File: config.mk
export PLATFORM = sky130hd
export DESIGN_NAME = soil_moisture_conditioner_unit
export DESIGN_NICKNAME = d
export VERILOG_FILES = /design/src/smc_pkg.sv /design/src/soil_moisture_conditioner_unit.sv /design/src/smc_div.sv
export SDC_FILE = /design/constraint.sdc
export NUM_CORES = 1
export LEC_CHECK = 0
export BUFFER_PORTS_ARGS = -buffer_cell sky130_fd_sc_hd__buf_4
export CORE_MARGIN = 5
export CORE_UTILIZATION = 40
export CTS_CLUSTER_SIZE = 10
export DETAILED_ROUTE_END_ITERATION = 8
export GPL_ROUTABILITY_DRIVEN = 0
export REMOVE_ABC_BUFFERS = 1
export SYNTH_ARGS = -nofsm -noshare
export SYNTH_HDL_FRONTEND = slang
export SYNTH_SLANG_ARGS = --single-unit
File: constraint.sdc
create_clock -name clk -period 5.9 [get_ports clk]
set_clock_uncertainty 0.2 [all_clocks]
set_input_delay 0.885 -clock clk [delete_from_list [all_inputs] [get_ports clk]]
set_output_delay 0.885 -clock clk [all_outputs]
set_load 0.05 [all_outputs]
File: src/smc_pkg.sv
// ----------------------------------------------------------------------------
// smc_pkg
// Shared types and constants of the soil moisture conditioner.
// ----------------------------------------------------------------------------
`timescale 1ns / 1ps
`default_nettype none

package smc_pkg;

  localparam int READING_W = 10;
  localparam int SUM_W     = 14;
  localparam int RSUM_W    = 16;
  localparam int LEVEL_W   = 11;
  localparam int DVD_W     = 17;
  localparam int DVS_W     = 10;
  localparam int NUM_W     = 18;

  localparam logic [READING_W-1:0] READING_MAX = 10'd1023;
  localparam logic [DVS_W-1:0]     SUM_DIV     = 10'd10;
  localparam logic [6:0]           PCT_FULL    = 7'd100;

  localparam logic [1:0] KIND_SAMPLE = 2'd0;
  localparam logic [1:0] KIND_SWEEP  = 2'd1;
  localparam logic [1:0] KIND_CLEAR  = 2'd2;

  localparam logic [1:0] CFG_MIN = 2'd0;
  localparam logic [1:0] CFG_MAX = 2'd1;
  localparam logic [1:0] CFG_AVG = 2'd2;
  localparam logic [1:0] CFG_RAW = 2'd3;

  typedef struct packed {
    logic             start;
    logic [DVD_W-1:0] dividend;
    logic [DVS_W-1:0] divisor;
  } div_req_t;

endpackage

`default_nettype wire

File: src/soil_moisture_conditioner_unit.sv
// ----------------------------------------------------------------------------
// soil_moisture_conditioner_unit: per-sensor reading, moving average, scaling
// A sample item runs from accept to result through up to three passes of the shared
// divider plus the window memory accesses; in_ready returns in the cycle the result
// is registered. Sweep and other items finish in the accept cycle. A clear item with
// averaging on, and reset, start a window clearing pass over all SENSORS*WINDOW
// entries with in_ready low.
// ----------------------------------------------------------------------------
`timescale 1ns / 1ps
`default_nettype none

module soil_moisture_conditioner_unit
  import smc_pkg::*;
#(
  parameter int SENSORS = 4,
  parameter int WINDOW  = 8
) (
  input  wire logic                      clk,
  input  wire logic                      rst,
  input  wire logic                      in_valid,
  output logic                           in_ready,
  input  wire logic [1:0]                kind,
  input  wire logic [1:0]                sensor,
  input  wire logic [SUM_W-1:0]          sample_sum,
  output logic                           out_valid,
  input  wire logic                      out_ready,
  output logic [1:0]                     sensor_out,
  output logic signed [LEVEL_W-1:0]      level,
  output logic                           connected,
  input  wire logic                      cfg_we,
  input  wire logic [1:0]                cfg_index,
  input  wire logic [READING_W-1:0]      cfg_data
);

  localparam int SENSOR_W = (SENSORS > 1) ? $clog2(SENSORS) : 1;
  localparam int RING_W   = $clog2(WINDOW);
  localparam int DEPTH    = SENSORS * WINDOW;
  localparam int ADDR_W   = $clog2(DEPTH);
  localparam int MW       = ADDR_W + 1;

  localparam logic [3:0] S_CLEAR   = 4'd0;
  localparam logic [3:0] S_IDLE    = 4'd1;
  localparam logic [3:0] S_DIV10   = 4'd2;
  localparam logic [3:0] S_RDOLD   = 4'd3;
  localparam logic [3:0] S_UPD     = 4'd4;
  localparam logic [3:0] S_RDLAST  = 4'd5;
  localparam logic [3:0] S_CHKLAST = 4'd6;
  localparam logic [3:0] S_DIVAVG  = 4'd7;
  localparam logic [3:0] S_MAP     = 4'd8;
  localparam logic [3:0] S_DIVMAP  = 4'd9;
  localparam logic [3:0] S_OUT     = 4'd10;

  // configuration
  logic [READING_W-1:0] moisture_min;
  logic [READING_W-1:0] moisture_max;
  logic                 averaging_enable;
  logic                 raw_mode;

  // control and state
  logic [3:0]           state;
  logic [3:0]           state_next;
  logic [ADDR_W-1:0]    clr_cnt;
  logic [RING_W-1:0]    ring_idx;
  logic [RING_W-1:0]    ring_next;
  logic                 win_ready;
  logic [RSUM_W-1:0]    rsum [SENSORS];

  // working registers of the item in flight
  logic [1:0]           cur_sensor;
  logic [READING_W-1:0] reading;
  logic [READING_W-1:0] value;
  logic [RSUM_W-1:0]    avg_sum;
  logic signed [LEVEL_W-1:0] res_level;
  logic                 res_conn;

  // window memory
  logic [READING_W-1:0] mem [DEPTH];
  logic [READING_W-1:0] rd_data;
  logic [ADDR_W-1:0]    mem_raddr;
  logic [ADDR_W-1:0]    mem_waddr;
  logic [READING_W-1:0] mem_wdata;
  logic                 mem_we;

  // datapath
  div_req_t             div_req;
  logic                 div_done;
  logic [DVD_W-1:0]     div_q;
  logic [READING_W-1:0] q_sat;
  logic [SENSOR_W-1:0]  sidx;
  logic [MW-1:0]        base_wide;
  logic [ADDR_W-1:0]    slot_addr;
  logic [ADDR_W-1:0]    last_addr;
  logic [RSUM_W-1:0]    rsum_new;
  logic signed [LEVEL_W-1:0] diff;
  logic signed [LEVEL_W-1:0] den;
  logic signed [NUM_W-1:0]   num;
  logic [DVD_W-1:0]     abs_num;
  logic [DVS_W-1:0]     abs_den;
  logic                 map_neg;
  logic                 accept;
  logic                 sensor_ok;
  logic                 out_free;

  assign accept    = in_valid && in_ready;
  assign in_ready  = (state == S_IDLE);
  assign sensor_ok = ({3'b000, sensor} < 5'(SENSORS));
  assign out_free  = !out_valid || out_ready;

  assign sidx      = SENSOR_W'(cur_sensor);
  assign base_wide = MW'(sidx) * MW'(WINDOW);
  assign slot_addr = ADDR_W'(base_wide + MW'(ring_idx));
  assign last_addr = ADDR_W'(base_wide + MW'(WINDOW - 1));
  assign rsum_new  = rsum[sidx] - RSUM_W'(rd_data) + RSUM_W'(reading);

  assign q_sat = (div_q[DVD_W-1:READING_W] != '0) ? READING_MAX : div_q[READING_W-1:0];

  // linear map operands
  assign diff    = $signed({1'b0, value}) - $signed({1'b0, moisture_min});
  assign den     = $signed({1'b0, moisture_max}) - $signed({1'b0, moisture_min});
  assign num     = NUM_W'(diff) * $signed(NUM_W'(PCT_FULL));
  assign map_neg = num[NUM_W-1] ^ den[LEVEL_W-1];
  assign abs_num = num[NUM_W-1] ? DVD_W'(-num) : DVD_W'(num);
  assign abs_den = den[LEVEL_W-1] ? DVS_W'(-den) : DVS_W'(den);

  assign ring_next = (ring_idx == RING_W'(WINDOW - 1)) ? '0 : ring_idx + 1'b1;

  smc_div u_div (
    .clk      (clk),
    .rst      (rst),
    .req      (div_req),
    .done     (div_done),
    .quotient (div_q)
  );

  always_comb begin
    div_req.start    = 1'b0;
    div_req.dividend = DVD_W'(sample_sum);
    div_req.divisor  = SUM_DIV;
    case (state)
      S_IDLE: begin
        div_req.start = accept && (kind == KIND_SAMPLE) && sensor_ok;
      end
      S_CHKLAST: begin
        div_req.start    = (rd_data != '0) && win_ready;
        div_req.dividend = DVD_W'(avg_sum);
        div_req.divisor  = DVS_W'(WINDOW);
      end
      S_MAP: begin
        div_req.start    = !raw_mode && (moisture_max != moisture_min) && !map_neg;
        div_req.dividend = abs_num;
        div_req.divisor  = abs_den;
      end
      default: begin
        div_req.start = 1'b0;
      end
    endcase
  end

  always_comb begin
    mem_we    = 1'b0;
    mem_waddr = slot_addr;
    mem_wdata = reading;
    mem_raddr = slot_addr;
    case (state)
      S_CLEAR: begin
        mem_we    = 1'b1;
        mem_waddr = clr_cnt;
        mem_wdata = '0;
      end
      S_UPD: begin
        mem_we = 1'b1;
      end
      S_RDLAST: begin
        mem_raddr = last_addr;
      end
      default: begin
        mem_we = 1'b0;
      end
    endcase
  end

  always_ff @(posedge clk) begin
    if (mem_we) begin
      mem[mem_waddr] <= mem_wdata;
    end
    rd_data <= mem[mem_raddr];
  end

  always_comb begin
    state_next = state;
    case (state)
      S_CLEAR: begin
        if (clr_cnt == ADDR_W'(DEPTH - 1)) begin
          state_next = S_IDLE;
        end
      end
      S_IDLE: begin
        if (accept) begin
          if (kind == KIND_CLEAR && averaging_enable) begin
            state_next = S_CLEAR;
          end else if (kind == KIND_SAMPLE && sensor_ok) begin
            state_next = S_DIV10;
          end
        end
      end
      S_DIV10: begin
        if (div_done) begin
          if (q_sat < (moisture_min >> 1)) begin
            state_next = S_OUT;
          end else if (averaging_enable) begin
            state_next = S_RDOLD;
          end else begin
            state_next = S_MAP;
          end
        end
      end
      S_RDOLD:   state_next = S_UPD;
      S_UPD:     state_next = S_RDLAST;
      S_RDLAST:  state_next = S_CHKLAST;
      S_CHKLAST: state_next = div_req.start ? S_DIVAVG : S_MAP;
      S_DIVAVG: begin
        if (div_done) begin
          state_next = S_MAP;
        end
      end
      S_MAP:     state_next = div_req.start ? S_DIVMAP : S_OUT;
      S_DIVMAP: begin
        if (div_done) begin
          state_next = S_OUT;
        end
      end
      S_OUT: begin
        if (out_free) begin
          state_next = S_IDLE;
        end
      end
      default:   state_next = S_IDLE;
    endcase
  end

  always_ff @(posedge clk) begin
    if (rst) begin
      state            <= S_CLEAR;
      clr_cnt          <= '0;
      ring_idx         <= '0;
      win_ready        <= 1'b0;
      out_valid        <= 1'b0;
      moisture_min     <= '0;
      moisture_max     <= READING_MAX;
      averaging_enable <= 1'b0;
      raw_mode         <= 1'b0;
      for (int i = 0; i < SENSORS; i++) begin
        rsum[i] <= '0;
      end
    end else begin
      state <= state_next;

      if (cfg_we) begin
        case (cfg_index)
          CFG_MIN: moisture_min     <= cfg_data;
          CFG_MAX: moisture_max     <= cfg_data;
          CFG_AVG: averaging_enable <= cfg_data[0];
          CFG_RAW: raw_mode         <= cfg_data[0];
          default: ;
        endcase
      end

      if (state == S_CLEAR) begin
        clr_cnt <= clr_cnt + 1'b1;
      end

      if (accept && averaging_enable) begin
        if (kind == KIND_SWEEP) begin
          ring_idx <= ring_next;
          if (ring_next == RING_W'(WINDOW - 1)) begin
            win_ready <= 1'b1;
          end
        end else if (kind == KIND_CLEAR) begin
          ring_idx  <= '0;
          win_ready <= 1'b0;
          clr_cnt   <= '0;
          for (int i = 0; i < SENSORS; i++) begin
            rsum[i] <= '0;
          end
        end
      end

      // disconnected sensor restarts its running sum
      if (state == S_DIV10 && div_done && q_sat < (moisture_min >> 1)) begin
        rsum[sidx] <= '0;
      end
      if (state == S_UPD) begin
        rsum[sidx] <= rsum_new;
      end

      if (state == S_OUT && out_free) begin
        out_valid <= 1'b1;
      end else if (out_ready) begin
        out_valid <= 1'b0;
      end
    end
  end

  // payload registers
  always_ff @(posedge clk) begin
    if (accept) begin
      cur_sensor <= sensor;
    end
    case (state)
      S_DIV10: begin
        reading   <= q_sat;
        value     <= q_sat;
        res_level <= '1;
        res_conn  <= 1'b0;
      end
      S_UPD: begin
        avg_sum <= rsum_new;
      end
      S_DIVAVG: begin
        value <= q_sat;
      end
      S_MAP: begin
        res_conn <= 1'b1;
        if (raw_mode) begin
          res_level <= $signed({1'b0, value});
        end else begin
          res_level <= '0;
        end
      end
      S_DIVMAP: begin
        res_level <= (div_q > DVD_W'(PCT_FULL)) ? LEVEL_W'(PCT_FULL) : LEVEL_W'(div_q);
      end
      default: ;
    endcase
    if (state == S_OUT && out_free) begin
      sensor_out <= cur_sensor;
      level      <= res_level;
      connected  <= res_conn;
    end
  end

endmodule

`default_nettype wire

File: src/smc_div.sv
// ----------------------------------------------------------------------------
// smc_div
// Shared restoring divider, one quotient bit per cycle.
// ----------------------------------------------------------------------------
`timescale 1ns / 1ps
`default_nettype none

module smc_div
  import smc_pkg::*;
(
  input  wire logic             clk,
  input  wire logic             rst,
  input  wire div_req_t         req,
  output logic                  done,
  output logic [DVD_W-1:0]      quotient
);

  localparam int CNT_W = $clog2(DVD_W + 1);

  logic                busy;
  logic [CNT_W-1:0]    cnt;
  logic [DVD_W-1:0]    quo;
  logic [DVS_W-1:0]    rem;
  logic [DVS_W-1:0]    dvs;
  logic [DVS_W:0]      shifted;
  logic [DVS_W:0]      trial;
  logic                fits;

  assign shifted  = {rem, quo[DVD_W-1]};
  assign trial    = shifted - {1'b0, dvs};
  assign fits     = (shifted >= {1'b0, dvs});
  assign quotient = quo;

  always_ff @(posedge clk) begin
    if (rst) begin
      busy <= 1'b0;
      done <= 1'b0;
      cnt  <= '0;
    end else begin
      done <= 1'b0;
      if (req.start) begin
        busy <= 1'b1;
        cnt  <= CNT_W'(DVD_W);
      end else if (busy) begin
        cnt <= cnt - 1'b1;
        if (cnt == CNT_W'(1)) begin
          busy <= 1'b0;
          done <= 1'b1;
        end
      end
    end
  end

  always_ff @(posedge clk) begin
    if (req.start) begin
      quo <= req.dividend;
      rem <= '0;
      dvs <= req.divisor;
    end else if (busy) begin
      if (fits) begin
        rem <= trial[DVS_W-1:0];
      end else begin
        rem <= shifted[DVS_W-1:0];
      end
      quo <= {quo[DVD_W-2:0], fits};
    end
  end

endmodule

`default_nettype wire

==> results.ini <==
[global_route]
grt_pass1_wl_um=105600
grt_use_total_pct=18.86
overflow=0
grt_pass1_vias=17580
grt_antenna_before_repair=1
grt_max_degree=72

[synth]
ys_ff_latch=540
yosysTopAreaCellShare_pct=53.69
synth_edf_count=475
netlist_instances=2223
async_reset_ff_share_pct=0
avgSynthCellArea_um2=11.95
netlist-cell-type-count=76
ys_top_cells_by_area=edfxtp_1, dfxtp_1, mux2i_1
synth_top_cell_by_area=edfxtp_1
synth_ff_type=edfxtp_1
syn_area_um2=26570
synth.yosys.warnings=0
synth_seq_area_share_pct=58.59

[timing]
tightest_slew_ns=1.221
period_needed_ns=5.700
timing.final.crit_share_pct=96.61
max_slew_margin_pct=18.02
fmax_ghz=0.1754
setup_tns_ns=0
timing.hold.ws_ns=0.2157
setup_violations=0
final_hold_viol_count=0
slew_violations=0

[flow_run]
maxCapViolations=0

[clock_network]
cts_buffers=61
cts.sinks=540
htreeDepth=2
cts_root_buf=clkbuf_16
clk_pin_slew_worst_paths_ns=0.06
ctsHoldBuffers=0
cts_tree=yes
clock_path_buffers=3
insertion_delay_ns=0.64

[floorplanning]
die_height_um=267.7
die_w_um=267.7
rows=94
io_pins=51
dieArea_um2=71670
core_area_um2=65860
initial_core_util_pct=40.33

[finish]
multi_input_area_um2=10260
final_nets=2441
final_common_cell=edfxtp_1
final_cell_mix=edfxtp_1, nand2_1, nor2_1
regArea_um2=15570
fin_area_um2=30060
post-route-util_pct=45.64
layout-drive-gt1-share_pct=12.23
area_growth_syn_to_layout_pct=13.16
fill_cells=5911

[setup_path]
worstPathArrival_ns=5.88
crit_path_top_delay_cell=fa_1
crit_type=flip-flop to flip-flop
reg2reg_depth=23
critPathLaunchType=flip-flop
slowest_delay_ns=0.47
cp_max_fo=17
endpoint_kind=flip-flop
cpMostUsedCell=ha_1
crit_chain=inv_1, ha_1, inv_1, fa_2, a211oi_2, nor2_1, o21a_1, nor2_4, xnor2_1, ha_1, fa_1, ha_1, ha_2, or3_4, a31oi_4, a211oi_2, buf_4, or3_4, nand3_2, and3_4, buf_6, nand2b_1, buf_12
required_ns=6.08

[placement]
io_buffers=50
placed_area_um2=28060
dp_hpwl_um=46040

[run_status]
status=finished clean

[routing]
wl_per_cell_um=21.71
drc_errors=0
drt_iter0_drc=1712
vias=18190
routed_wl_um=69550
postRouteAntennaNets=0
viasPerCell=5.678
dr.pass1.iters=6

[power_and_ir_drop]
p_clk_share_pct=34.0
finalPower_mw=10.22
ir_worst_vdd_v=0.0002651
power_frac_seq_pct=43.9
powerDensity_nw_per_um2=339.9
p_switching_mw=2.970
swShare_pct=29.07
p_leak_nw=10.79
internal_power_mw=7.247
pwr-share-comb_pct=22.1

[min_path]
worstHoldPathType=flip-flop to flip-flop
hold_depth=0

[cell families (layout without fill, tap and decap cells)]
logic type | Yosys count | after routing | synth area share (%)
AND/OR/NAND/NOR | 623 | 623 | 10.53
flip-flops | 540 | 540 | 58.59
AO/OA/AOI/OAI | 491 | 491 | 12.60
buffers and inverters | 237 | 352 | 3.509
multiplexers | 145 | 145 | 6.226
adder cells (fa/ha/maj) | 121 | 121 | 6.264
XOR/XNOR | 66 | 66 | 2.280
other | 0 | 1 | 0
[final cells by class]
cell class,count,area share (%)
Tap cell,864,3.596
Clock buffer,110,5.760
Inverter,122,1.532
Antenna cell,1,0.008324
Clock inverter,6,0.2497
Timing Repair Buffer,114,2.914
Sequential cell,540,51.81
Multi-Input combinational cell,1446,34.13
[critical path, delay by kind of cell (launching register included)]
family,cells,cell delay [ns]
compound gates,4,0.78
xor+xnor,1,0.14
fa+ha+maj,6,1.90
buf+inv,5,0.62
flops,1,0.38
simple gates,7,1.42
[power by group through the flow]
stage          Sequential, mW  Combinational, mW  Clock [mW]
2_1_floorplan            4.53               1.50           0
6_report                 4.49               2.26        3.47
4_1_cts                  4.49               2.15        3.52
3_5_place_dp             4.57               2.11           0
5_1_grt                  4.51               2.48        3.69
3_3_place_gp             4.55               2.06           0
[synthesized netlist by cell type (17+ instances only)]
cell      number
mux2i_1      127
nand2_1      238
inv_1        120
xor2_1        23
o211ai_1      42
nand3_1       25
a211oi_1      33
ha_1         101
clkbuf_1      86
edfxtp_1     475
fa_1          20
nor3_1        45
xnor2_1       41
o21a_1        17
o21ai_0      128
nor2_1       202
o221ai_1      21
a31oi_1       40
a21o_1        23
a21oi_1       72
o221a_2       21
dfxtp_1       65
[state kept, by name, summed over array words and instances (netlist names), 2 cells and up, named ones only]
name,cells
cur_sensor,2
u_div.rem,10
u_div.quotient,17
level,11
sensor_out,2
u_div.cnt,5
u_div.dvs,10
avg_sum,16
res_level,11
rsum,64
reading,10
rd_data,10
moisture_max,10
clr_cnt,5
value,10
mem,320
moisture_min,10
state,4
ring_idx,3
[per-layer routing]
metal / vias to the layer above / GRT usage [%] / part of all wire [%] / routed length (um)
li1: 8401 / - / - / -
met5: - / 0 / 0 / 0
met4: 0 / 5.275 / 2.9 / 2050
met1: 8999 / 27.46 / 45 / 31160
met2: 663 / 29.58 / 46 / 31760
met3: 123 / 3.013 / 6.6 / 4588
[final timing paths]
kind,startpoint,end,slack (ns)
min,res_level[1]$_DFFE_PP_,level[1]$_DFFE_PP_,0.22
max,value[0]$_DFFE_PP_,u_div.quotient[4]$_DFFE_PP_,0.20
max reg2reg,value[0]$_DFFE_PP_,u_div.quotient[4]$_DFFE_PP_,0.20
min reg2reg,res_level[1]$_DFFE_PP_,level[1]$_DFFE_PP_,0.22
[through the flow]
stage | instances | setup slack (ns)
global route | 3203 | -0.06740
global placement | 3080 | 0.03157
detailed placement | 3080 | -0.07949
finish | 3203 | 0.1998
CTS | 3196 | -0.001428
floorplan | 2108 | -2.942
[repair_timing]
item                       4_1_cts  5_1_grt
resized for setup                4       30
pin swaps                        0        6
setup buffers                    0        6
setup endpoints to repair       46       63
Power figures use the tool's default switching activity.
